File: config.mk
export PLATFORM = sky130hd
export DESIGN_NAME = texture_tile_layout_converter_flat
export DESIGN_NICKNAME = d
export VERILOG_FILES = /design/src/design/ttlc_pkg.sv /design/src/design/ttlc_texel_if.sv /design/src/design/ttlc_result_if.sv /design/src/design/ttlc_swizzle.sv /design/src/design/texture_tile_layout_converter.sv /design/src/flat_wrapper.sv
export SDC_FILE = /design/constraint.sdc
export NUM_CORES = 1
export LEC_CHECK = 0
export BUFFER_PORTS_ARGS = -buffer_cell sky130_fd_sc_hd__buf_2
export CAP_MARGIN = 20
export CELL_PAD_IN_SITES_DETAIL_PLACEMENT = 0
export CELL_PAD_IN_SITES_GLOBAL_PLACEMENT = 1
export CORE_ASPECT_RATIO = 1.5
export CORE_UTILIZATION = 35
export CTS_CLUSTER_DIAMETER = 60
export CTS_CLUSTER_SIZE = 12
export DETAILED_ROUTE_END_ITERATION = 8
export HOLD_SLACK_MARGIN = 0.15
export PLACE_DENSITY = 0.63
export SETUP_SLACK_MARGIN = 0.05
export SLEW_MARGIN = 25
export SYNTH_ARGS = -nofsm -noshare
export SYNTH_HDL_FRONTEND = slang
export SYNTH_SLANG_ARGS = --single-unit
File: constraint.sdc
create_clock -name i_clk -period 15.1 [get_ports i_clk]
set_input_delay 0 -clock i_clk [delete_from_list [all_inputs] [get_ports i_clk]]
set_output_delay 0 -clock i_clk [all_outputs]
set_load 0.05 [all_outputs]
File: src/design/ttlc_pkg.sv
`timescale 1ns / 1ps
// ----------------------------------------------------------------------------
// Tiled texture layout converter package
// Shared widths, register indexes, reset values and payload types.
// ----------------------------------------------------------------------------
package ttlc_pkg;

    localparam int COORD_W    = 10;
    localparam int CHAN_W     = 8;
    localparam int ADDR_W     = 22;
    localparam int DATA_W     = 16;
    localparam int CFG_DIM_W  = 11;
    localparam int CFG_BPP_W  = 3;
    localparam int CFG_IDX_W  = 2;
    localparam int CFG_DATA_W = 11;

    // A tile index shifted left by five (32-byte tiles) covers the address.
    localparam int TILE_IDX_W = ADDR_W - 5;

    localparam logic [CFG_IDX_W-1:0] CFG_TILE_FORMAT      = 2'd0;
    localparam logic [CFG_IDX_W-1:0] CFG_IMAGE_WIDTH      = 2'd1;
    localparam logic [CFG_IDX_W-1:0] CFG_IMAGE_HEIGHT     = 2'd2;
    localparam logic [CFG_IDX_W-1:0] CFG_SOURCE_BYTES_PER = 2'd3;

    localparam logic                 FMT_INDEX = 1'b0;
    localparam logic                 FMT_RGBA  = 1'b1;

    localparam logic                 RST_TILE_FORMAT  = FMT_RGBA;
    localparam logic [CFG_DIM_W-1:0] RST_IMAGE_WIDTH  = 11'd1;
    localparam logic [CFG_DIM_W-1:0] RST_IMAGE_HEIGHT = 11'd1;
    localparam logic [CFG_BPP_W-1:0] RST_BPP          = 3'd4;

    localparam logic [CHAN_W-1:0]    FILL_BYTE = 8'hFF;

    typedef struct packed {
        logic                 tile_format;
        logic [CFG_DIM_W-1:0] image_width;
        logic [CFG_DIM_W-1:0] image_height;
        logic [CFG_BPP_W-1:0] source_bytes_per_texel;
    } t_ttlc_cfg;

    typedef struct packed {
        logic [COORD_W-1:0] texel_x;
        logic [COORD_W-1:0] texel_y;
        logic [CHAN_W-1:0]  chan_red;
        logic [CHAN_W-1:0]  chan_green;
        logic [CHAN_W-1:0]  chan_blue;
        logic [CHAN_W-1:0]  chan_alpha;
    } t_ttlc_texel;

    typedef struct packed {
        logic [ADDR_W-1:0] first_address;
        logic [DATA_W-1:0] first_data;
        logic [ADDR_W-1:0] second_address;
        logic [DATA_W-1:0] second_data;
        logic              two_byte_writes;
        logic              outside_grid;
    } t_ttlc_result;

endpackage

File: src/design/ttlc_texel_if.sv
`timescale 1ns / 1ps
// ----------------------------------------------------------------------------
// Texel input channel
// Valid/ready channel carrying one texel position and its source bytes.
// ----------------------------------------------------------------------------
interface ttlc_texel_if
    import ttlc_pkg::*;
();
    logic               valid;
    logic               ready;
    logic [COORD_W-1:0] texel_x;
    logic [COORD_W-1:0] texel_y;
    logic [CHAN_W-1:0]  chan_red;
    logic [CHAN_W-1:0]  chan_green;
    logic [CHAN_W-1:0]  chan_blue;
    logic [CHAN_W-1:0]  chan_alpha;

    modport source (
        output valid, texel_x, texel_y, chan_red, chan_green, chan_blue, chan_alpha,
        input  ready
    );

    modport sink (
        input  valid, texel_x, texel_y, chan_red, chan_green, chan_blue, chan_alpha,
        output ready
    );
endinterface

File: src/design/ttlc_result_if.sv
`timescale 1ns / 1ps
// ----------------------------------------------------------------------------
// Tiled write result channel
// Valid/ready channel carrying the tiled store addresses and data of a texel.
// ----------------------------------------------------------------------------
interface ttlc_result_if
    import ttlc_pkg::*;
();
    logic              valid;
    logic              ready;
    logic [ADDR_W-1:0] first_address;
    logic [DATA_W-1:0] first_data;
    logic [ADDR_W-1:0] second_address;
    logic [DATA_W-1:0] second_data;
    logic              two_byte_writes;
    logic              outside_grid;

    modport source (
        output valid, first_address, first_data, second_address, second_data,
               two_byte_writes, outside_grid,
        input  ready
    );

    modport sink (
        input  valid, first_address, first_data, second_address, second_data,
               two_byte_writes, outside_grid,
        output ready
    );
endinterface

File: src/design/ttlc_swizzle.sv
`timescale 1ns / 1ps
// ----------------------------------------------------------------------------
// Tile swizzle datapath
// Maps one padded-grid texel to its tiled byte addresses and write data.
// ----------------------------------------------------------------------------
module ttlc_swizzle
    import ttlc_pkg::*;
#(
    parameter int MAX_DIMENSION = 1024
) (
    input  t_ttlc_cfg    i_cfg,
    input  t_ttlc_texel  i_texel,
    output t_ttlc_result o_result
);

    localparam int DIM_W = $clog2(MAX_DIMENSION + 1);
    localparam int CW    = (DIM_W > CFG_DIM_W) ? DIM_W : CFG_DIM_W;
    localparam logic [CW-1:0] MAX_DIM = CW'(MAX_DIMENSION);

    logic                  rgba;
    logic [CW-1:0]         w;
    logic [CW-1:0]         h;
    logic [CW:0]           w_up4;
    logic [CW:0]           w_up8;
    logic [CW:0]           h_up4;
    logic [CW-2:0]         tiles_x;
    logic [CW:0]           grid_w;
    logic [CW:0]           grid_h;
    logic                  outside;
    logic                  in_image;
    logic [COORD_W-3:0]    tx;
    logic [COORD_W-3:0]    ty;
    logic [2:0]            col;
    logic [1:0]            row;
    logic [3:0]            slot;
    logic [CW+COORD_W-5:0] prod;
    logic [TILE_IDX_W-1:0] tile;
    logic [CHAN_W-1:0]     r;
    logic [CHAN_W-1:0]     g;
    logic [CHAN_W-1:0]     b;
    logic [CHAN_W-1:0]     a;

    always_comb begin
        rgba = (i_cfg.tile_format == FMT_RGBA);

        // Dimensions saturate at the largest supported image edge.
        w = (CW'(i_cfg.image_width) > MAX_DIM) ? MAX_DIM : CW'(i_cfg.image_width);
        h = (CW'(i_cfg.image_height) > MAX_DIM) ? MAX_DIM : CW'(i_cfg.image_height);

        w_up4 = {1'b0, w} + (CW+1)'(3);
        w_up8 = {1'b0, w} + (CW+1)'(7);
        h_up4 = {1'b0, h} + (CW+1)'(3);

        tiles_x = rgba ? w_up4[CW:2] : {1'b0, w_up8[CW:3]};
        grid_w  = rgba ? {w_up4[CW:2], 2'b00} : {w_up8[CW:3], 3'b000};
        grid_h  = {h_up4[CW:2], 2'b00};

        outside  = ((CW+1)'(i_texel.texel_x) >= grid_w) ||
                   ((CW+1)'(i_texel.texel_y) >= grid_h);
        in_image = (CW'(i_texel.texel_x) < w) && (CW'(i_texel.texel_y) < h);

        tx   = rgba ? i_texel.texel_x[COORD_W-1:2] : {1'b0, i_texel.texel_x[COORD_W-1:3]};
        col  = rgba ? {1'b0, i_texel.texel_x[1:0]} : i_texel.texel_x[2:0];
        ty   = i_texel.texel_y[COORD_W-1:2];
        row  = i_texel.texel_y[1:0];
        slot = {row, col[1:0]};

        prod = (CW+COORD_W-4)'(ty) * (CW+COORD_W-4)'(tiles_x);
        tile = prod[TILE_IDX_W-1:0] + TILE_IDX_W'(tx);

        // Padding texels carry zero in every channel; absent channels read full.
        if (in_image) begin
            r = i_texel.chan_red;
            g = (i_cfg.source_bytes_per_texel >= 3'd2) ? i_texel.chan_green : FILL_BYTE;
            b = (i_cfg.source_bytes_per_texel >= 3'd3) ? i_texel.chan_blue  : FILL_BYTE;
            a = (i_cfg.source_bytes_per_texel >= 3'd4) ? i_texel.chan_alpha : FILL_BYTE;
        end else begin
            r = '0;
            g = '0;
            b = '0;
            a = '0;
        end

        o_result                 = '0;
        o_result.two_byte_writes = rgba;
        o_result.outside_grid    = outside;
        if (!outside) begin
            if (rgba) begin
                o_result.first_address  = {tile[TILE_IDX_W-2:0], 1'b0, slot, 1'b0};
                o_result.first_data     = {a, r};
                o_result.second_address = {tile[TILE_IDX_W-2:0], 1'b1, slot, 1'b0};
                o_result.second_data    = {g, b};
            end else begin
                o_result.first_address = {tile, row, col};
                o_result.first_data    = {{(DATA_W-CHAN_W){1'b0}}, r};
            end
        end
    end

endmodule

File: src/design/texture_tile_layout_converter.sv
`timescale 1ns / 1ps
// ----------------------------------------------------------------------------
// Texture tile layout converter
// Converts padded-grid texels to CI8 or RGBA8 tiled store writes.
// ----------------------------------------------------------------------------
// An accepted texel passes through the input register, then through the result
// register after the swizzle datapath, before its result is valid.
// Throughput: one texel per cycle; both stages advance together whenever the
// result register is empty or its result is taken.
// Reset (synchronous, active low) empties both stages and restores the
// configuration registers to their power-on values.
module texture_tile_layout_converter
    import ttlc_pkg::*;
#(
    parameter int MAX_DIMENSION = 1024
) (
    input  logic                  i_clk,
    input  logic                  i_rst_n,
    input  logic                  i_cfg_we,
    input  logic [CFG_IDX_W-1:0]  i_cfg_index,
    input  logic [CFG_DATA_W-1:0] i_cfg_data,
    ttlc_texel_if.sink            i_texel,
    ttlc_result_if.source         o_result
);

    t_ttlc_cfg    r_cfg;
    logic         r_s1_valid;
    t_ttlc_texel  r_s1;
    logic         r_s2_valid;
    t_ttlc_result r_s2;
    t_ttlc_result n_s2;
    logic         s2_en;
    logic         s1_en;

    always_ff @(posedge i_clk) begin
        if (!i_rst_n) begin
            r_cfg.tile_format            <= RST_TILE_FORMAT;
            r_cfg.image_width            <= RST_IMAGE_WIDTH;
            r_cfg.image_height           <= RST_IMAGE_HEIGHT;
            r_cfg.source_bytes_per_texel <= RST_BPP;
        end else if (i_cfg_we) begin
            unique case (i_cfg_index)
                CFG_TILE_FORMAT:  r_cfg.tile_format  <= i_cfg_data[0];
                CFG_IMAGE_WIDTH:  r_cfg.image_width  <= i_cfg_data[CFG_DIM_W-1:0];
                CFG_IMAGE_HEIGHT: r_cfg.image_height <= i_cfg_data[CFG_DIM_W-1:0];
                CFG_SOURCE_BYTES_PER:
                    r_cfg.source_bytes_per_texel <= i_cfg_data[CFG_BPP_W-1:0];
                default: ;
            endcase
        end
    end

    assign s2_en = !r_s2_valid || o_result.ready;
    assign s1_en = !r_s1_valid || s2_en;
    assign i_texel.ready = s1_en;

    always_ff @(posedge i_clk) begin
        if (!i_rst_n) begin
            r_s1_valid <= 1'b0;
            r_s2_valid <= 1'b0;
        end else begin
            if (s1_en) begin
                r_s1_valid <= i_texel.valid;
            end
            if (s2_en) begin
                r_s2_valid <= r_s1_valid;
            end
        end
    end

    always_ff @(posedge i_clk) begin
        if (s1_en && i_texel.valid) begin
            r_s1.texel_x    <= i_texel.texel_x;
            r_s1.texel_y    <= i_texel.texel_y;
            r_s1.chan_red   <= i_texel.chan_red;
            r_s1.chan_green <= i_texel.chan_green;
            r_s1.chan_blue  <= i_texel.chan_blue;
            r_s1.chan_alpha <= i_texel.chan_alpha;
        end
        if (s2_en && r_s1_valid) begin
            r_s2 <= n_s2;
        end
    end

    ttlc_swizzle #(
        .MAX_DIMENSION(MAX_DIMENSION)
    ) u_swizzle (
        .i_cfg   (r_cfg),
        .i_texel (r_s1),
        .o_result(n_s2)
    );

    assign o_result.valid           = r_s2_valid;
    assign o_result.first_address   = r_s2.first_address;
    assign o_result.first_data      = r_s2.first_data;
    assign o_result.second_address  = r_s2.second_address;
    assign o_result.second_data     = r_s2.second_data;
    assign o_result.two_byte_writes = r_s2.two_byte_writes;
    assign o_result.outside_grid    = r_s2.outside_grid;

`ifndef NO_ASSERTIONS
    // A position beyond the padded grid produces no write address or data.
    a_outside_zero: assert property (@(posedge i_clk) disable iff (!i_rst_n)
        o_result.valid && o_result.outside_grid |->
            o_result.first_address == '0 && o_result.first_data == '0 &&
            o_result.second_address == '0 && o_result.second_data == '0)
        else $error("outside-grid transaction carries nonzero write fields");

    // Index tiles never carry a second write.
    a_index_single: assert property (@(posedge i_clk) disable iff (!i_rst_n)
        o_result.valid && !o_result.two_byte_writes |->
            o_result.second_address == '0 && o_result.second_data == '0)
        else $error("index-mode transaction carries a second write");

    // The green-blue pair sits 32 bytes after the alpha-red pair.
    a_pair_offset: assert property (@(posedge i_clk) disable iff (!i_rst_n)
        o_result.valid && o_result.two_byte_writes && !o_result.outside_grid |->
            o_result.second_address == o_result.first_address + ADDR_W'(32))
        else $error("second pair is not 32 bytes after the first");

    // A texel taken while both stages are full and stalled would be lost.
    a_no_overrun: assert property (@(posedge i_clk) disable iff (!i_rst_n)
        r_s1_valid && r_s2_valid && !o_result.ready |-> !i_texel.ready)
        else $error("texel accepted while the pipeline is full and stalled");

    // After reset the result channel is empty.
    a_reset_empty: assert property (@(posedge i_clk)
        !i_rst_n |=> !o_result.valid)
        else $error("result valid right after reset");
`endif

endmodule

File: src/flat_wrapper.sv
// flat-port wrapper written by rule: the top's interface ports become plain ports
module texture_tile_layout_converter_flat import ttlc_pkg::*;
#(
    parameter int MAX_DIMENSION = 1024
)
  (i_clk, i_rst_n, i_cfg_we, i_cfg_index, i_cfg_data, i_texel_valid, i_texel_texel_x, i_texel_texel_y, i_texel_chan_red, i_texel_chan_green, i_texel_chan_blue, i_texel_chan_alpha, i_texel_ready, o_result_valid, o_result_first_address, o_result_first_data, o_result_second_address, o_result_second_data, o_result_two_byte_writes, o_result_outside_grid, o_result_ready);
  ttlc_texel_if i_texel_i ();
  ttlc_result_if o_result_i ();
  input  logic i_clk;
  input  logic i_rst_n;
  input  logic i_cfg_we;
  input  logic [CFG_IDX_W-1:0] i_cfg_index;
  input  logic [CFG_DATA_W-1:0] i_cfg_data;
  input wire logic [$bits(i_texel_i.valid)-1:0] i_texel_valid;
  input wire logic [$bits(i_texel_i.texel_x)-1:0] i_texel_texel_x;
  input wire logic [$bits(i_texel_i.texel_y)-1:0] i_texel_texel_y;
  input wire logic [$bits(i_texel_i.chan_red)-1:0] i_texel_chan_red;
  input wire logic [$bits(i_texel_i.chan_green)-1:0] i_texel_chan_green;
  input wire logic [$bits(i_texel_i.chan_blue)-1:0] i_texel_chan_blue;
  input wire logic [$bits(i_texel_i.chan_alpha)-1:0] i_texel_chan_alpha;
  output wire logic [$bits(i_texel_i.ready)-1:0] i_texel_ready;
  output wire logic [$bits(o_result_i.valid)-1:0] o_result_valid;
  output wire logic [$bits(o_result_i.first_address)-1:0] o_result_first_address;
  output wire logic [$bits(o_result_i.first_data)-1:0] o_result_first_data;
  output wire logic [$bits(o_result_i.second_address)-1:0] o_result_second_address;
  output wire logic [$bits(o_result_i.second_data)-1:0] o_result_second_data;
  output wire logic [$bits(o_result_i.two_byte_writes)-1:0] o_result_two_byte_writes;
  output wire logic [$bits(o_result_i.outside_grid)-1:0] o_result_outside_grid;
  input wire logic [$bits(o_result_i.ready)-1:0] o_result_ready;
  assign i_texel_i.valid = i_texel_valid;
  assign i_texel_i.texel_x = i_texel_texel_x;
  assign i_texel_i.texel_y = i_texel_texel_y;
  assign i_texel_i.chan_red = i_texel_chan_red;
  assign i_texel_i.chan_green = i_texel_chan_green;
  assign i_texel_i.chan_blue = i_texel_chan_blue;
  assign i_texel_i.chan_alpha = i_texel_chan_alpha;
  assign i_texel_ready = i_texel_i.ready;
  assign o_result_valid = o_result_i.valid;
  assign o_result_first_address = o_result_i.first_address;
  assign o_result_first_data = o_result_i.first_data;
  assign o_result_second_address = o_result_i.second_address;
  assign o_result_second_data = o_result_i.second_data;
  assign o_result_two_byte_writes = o_result_i.two_byte_writes;
  assign o_result_outside_grid = o_result_i.outside_grid;
  assign o_result_i.ready = o_result_ready;
  texture_tile_layout_converter #(.MAX_DIMENSION(MAX_DIMENSION)) u_core (.i_clk(i_clk), .i_rst_n(i_rst_n), .i_cfg_we(i_cfg_we), .i_cfg_index(i_cfg_index), .i_cfg_data(i_cfg_data), .i_texel(i_texel_i), .o_result(o_result_i));
endmodule
==> results_dict.tcl <==
set metrics [dict create \
    pwr-share-comb_pct 26.1 \
    cts_setup_buffers 0 \
    p_sw_share_pct 33.2 \
    ys_types 74 \
    p_clk_share_pct 34.2 \
    clock_path_buffers 2 \
    place_ws_ps 8720 \
    grt_max_degree 73 \
    fin_crit_sh_pct 42.2 \
    worst-path-buf-inv 3 \
    num_antenna_cells 0 \
    stdcell_count 1603 \
    avgViaCountPerCell 4.67 \
    power.switching_w 0.000429 \
    synth_seq_cells 157 \
    synthArstFlopShare_pct 0 \
    critPathTopFamily "adder cells" \
    nets 1392 \
    crit_cells 20 \
    tns_ps 0 \
    synthTopCellsByArea "edfxtp_1, fa_1, ha_1" \
    io_buffers 148 \
    power.leakage_nw 5.50 \
    path_class "register to register" \
    period_needed_ps 6370 \
    p_seq_share_pct 39.7 \
    clock_sinks 157 \
    regToRegSetupSlack_ps 8730 \
    cp.required_ps 15270 \
    dpl-instance-area_sq_um 11500 \
    antenna_found_initial 0 \
    clk_latency_ps 460 \
    drc 0 \
    hold_class "primary input to register" \
    detail_route.iter0.violations 287 \
    synth_edf_count 129 \
    netlist_instances 964 \
    coreArea_sq_um 29400 \
    hold_ws_ps 248 \
    yosys-top-cells-count "edfxtp_1, inv_1, nor2_1" \
    grtUsageTotal_pct 16.9 \
    yosysWarnings 0 \
    internal_power_w 0.000865 \
    relSlewSlack_pct 43.4 \
    synthToLayoutAreaGrowth_pct 25.1 \
    cts_root_buf "clkbuf_16" \
    cts_tree "built" \
    final_hold_viol_count 0 \
    ios 150 \
    min_path_cells 2 \
    vdd_drop_max_mv 0.0779 \
    yosysMostFrequentCell "edfxtp_1" \
    tightest_slew_ps 846 \
    dieArea_sq_um 30400 \
    slowest_delay_ps 790 \
    drv_slew 0 \
    overflow 0 \
    skew_ps 25.2 \
    initial_core_util_pct 35.4 \
    min_to "u_core.r_s1[49]" \
    grt_pass1_vias 7542 \
    clock.fmax_ghz 0.157 \
    r2r-end "u_core.o_result.first_address[20]" \
    grt_pass1_wl_mm 39.2 \
    drive_gt1_share_pct 19.4 \
    clk_pin_slew_ps 80 \
    die_w_um 143 \
    yosys_most_used_dff "edfxtp_1" \
    setup_ws_ps 8730 \
    wire_per_inst_um 15.3 \
    dp.cells 1481 \
    worstReg2RegStart "u_core.r_cfg[24]" \
    worst_r2r_path_depth 20 \
    htreeDepth 4 \
    synth-seq-area-share_pct 42.6 \
    avgSynthCellArea_sq_um 10.8 \
    gp_congestion 0.806 \
    synth_top_cell_by_area "edfxtp_1" \
    min_from "i_texel_texel_x[7]" \
    post-route-cell-area_sq_um 13000 \
    worstPathArrival_ps 6540 \
    cp_slowest_cell "dfxtp_1" \
    cp_max_fo 23 \
    synth.top_cell.area_share_pct 37.2 \
    status "completed" \
    vias 7489 \
    cp-start-kind "register" \
    totalWireLength_mm 24.5 \
    num-fill-cells 2866 \
    finalSetupViolCount 0 \
    synthesis.area_sq_um 10400 \
    crit_top_cell "fa_1" \
    power.density_nw_per_um2 99.5 \
    cp_cell_sequence "and4b_1, nand2_1, nand2_1, mux2_2, o32a_1, nand2b_1, fa_1, fa_1, inv_1, fa_1, inv_1, fa_1, inv_1, ha_1, and3_1, a22oi_1, nor3_1, nor3_2, nor3b_1, a2111oi_2" \
    dr.pass1.iters 5 \
    rsz0062_at_grt "no" \
    ant_nets 0 \
    hpwlAfterDp_mm 18.1 \
    fp-row-count 77 \
    numCtsBuffers 17 \
    endpoint_kind "register" \
    dieHeight_um 213 \
    drv_cap 0 \
]
-- metrics by stage --
stage,util [%],power [W]
after global routing,44.3,0.00137
after CTS,44.3,0.00131
after global placement,39.2,0.000846
after floorplan,-,0.000775
after detailed placement,39.2,0.000848
final,44.3,0.00129
-- worst max path at each step --
stage	to	start	slack, ps
floorplan	u_core.o_result.first_address[20]	u_core.r_cfg[21]	9370
global placement	u_core.o_result.first_address[20]	u_core.r_cfg[25]	8750
detailed placement	u_core.o_result.first_address[20]	u_core.r_cfg[25]	8720
CTS	u_core.o_result.first_address[20]	u_core.r_cfg[25]	8700
global route	u_core.o_result.first_address[20]	u_core.r_cfg[25]	8250
finish	u_core.o_result.first_address[20]	u_core.r_cfg[24]	8730
-- worst reg2reg max path: stages (launching register included) --
cell and delay (ps):
dfxtp_1 790, and4b_1 390, nand2_1 200, nand2_1 70, mux2_2 270, o32a_1 290, nand2b_1 220, fa_1 510
fa_1 490, inv_1 50, fa_1 520, inv_1 50, fa_1 530, inv_1 40, ha_1 340, and3_1 180
a22oi_1 310, nor3_1 130, nor3_2 340, nor3b_1 290, a2111oi_2 70
-- power by group through the flow --
stage	clock, W	combinational [W]	sequential [W]
6_report	0.000443	0.000338	0.000513
5_1_grt	0.000468	0.000387	0.000516
4_1_cts	0.000454	0.000344	0.000514
3_5_place_dp	0	0.000324	0.000524
3_3_place_gp	0	0.000322	0.000524
2_1_floorplan	0	0.000216	0.000558
-- logic make-up (layout without fill, tap and decap cells) --
logic type,Yosys count,after routing,synth area share [%]
adders and majority gates,127,127,19.2
and+or+nand+nor,341,341,17.8
xor gates and xnor gates,28,28,2.36
AOI/OAI and AO/OA,140,140,9.31
other,2,8,0.0722
muxes,30,30,3.04
buffers and inverters,139,377,5.61
DFF,157,157,42.6
-- flip-flops by register name, indices dropped and copies added (netlist names), 16 cells and up --
name	flops
u_core.o_result.first_address	22
u_core.o_result.first_data	16
u_core.o_result.second_address	21
u_core.o_result.second_data	16
u_core.r_cfg	26
u_core.r_s1	52
-- final cells by class --
cell class	count	area [sq um]	share of cell area (%)
inverters	100	375	2.88
flip-flops and latches	157	4440	34.1
repair buffers	245	1690	13.0
multi-input cells	674	5420	41.6
clock inverters	15	170	1.31
well taps	395	494	3.80
clock buffers	17	425	3.27
-- layer usage --
layer / track usage (%) / vias to the layer above / share of wire, %
li1: - / 3767 / -
met1: 20.0 / 3563 / 43
met2: 30.0 / 129 / 52
met3: 3.18 / 30 / 2.8
met4: 6.71 / 0 / 2.3
met5: 0 / - / 0
-- cell usage in the layout (no fill, tap or decap), types with 17 or more instances in the layout --
master,instances
a21oi_1,27
and2_1,29
buf_2,148
clkbuf_16,17
dfxtp_1,27
dlygate4sd3_1,90
edfxtp_1,129
fa_1,55
ha_1,72
inv_1,100
mux2i_1,26
nand2_1,75
nand2b_1,22
nand3_1,19
nor2_1,79
nor2b_1,40
nor3_2,21
o21ai_0,39
xnor2_1,18
-- what timing repair did --
item | 4_1_cts | 5_1_grt
hold buffers | 90 | 0
resized for setup | 0 | 0
hold endpoints to repair | 80 | 0
(Power assumes the default switching activity.)
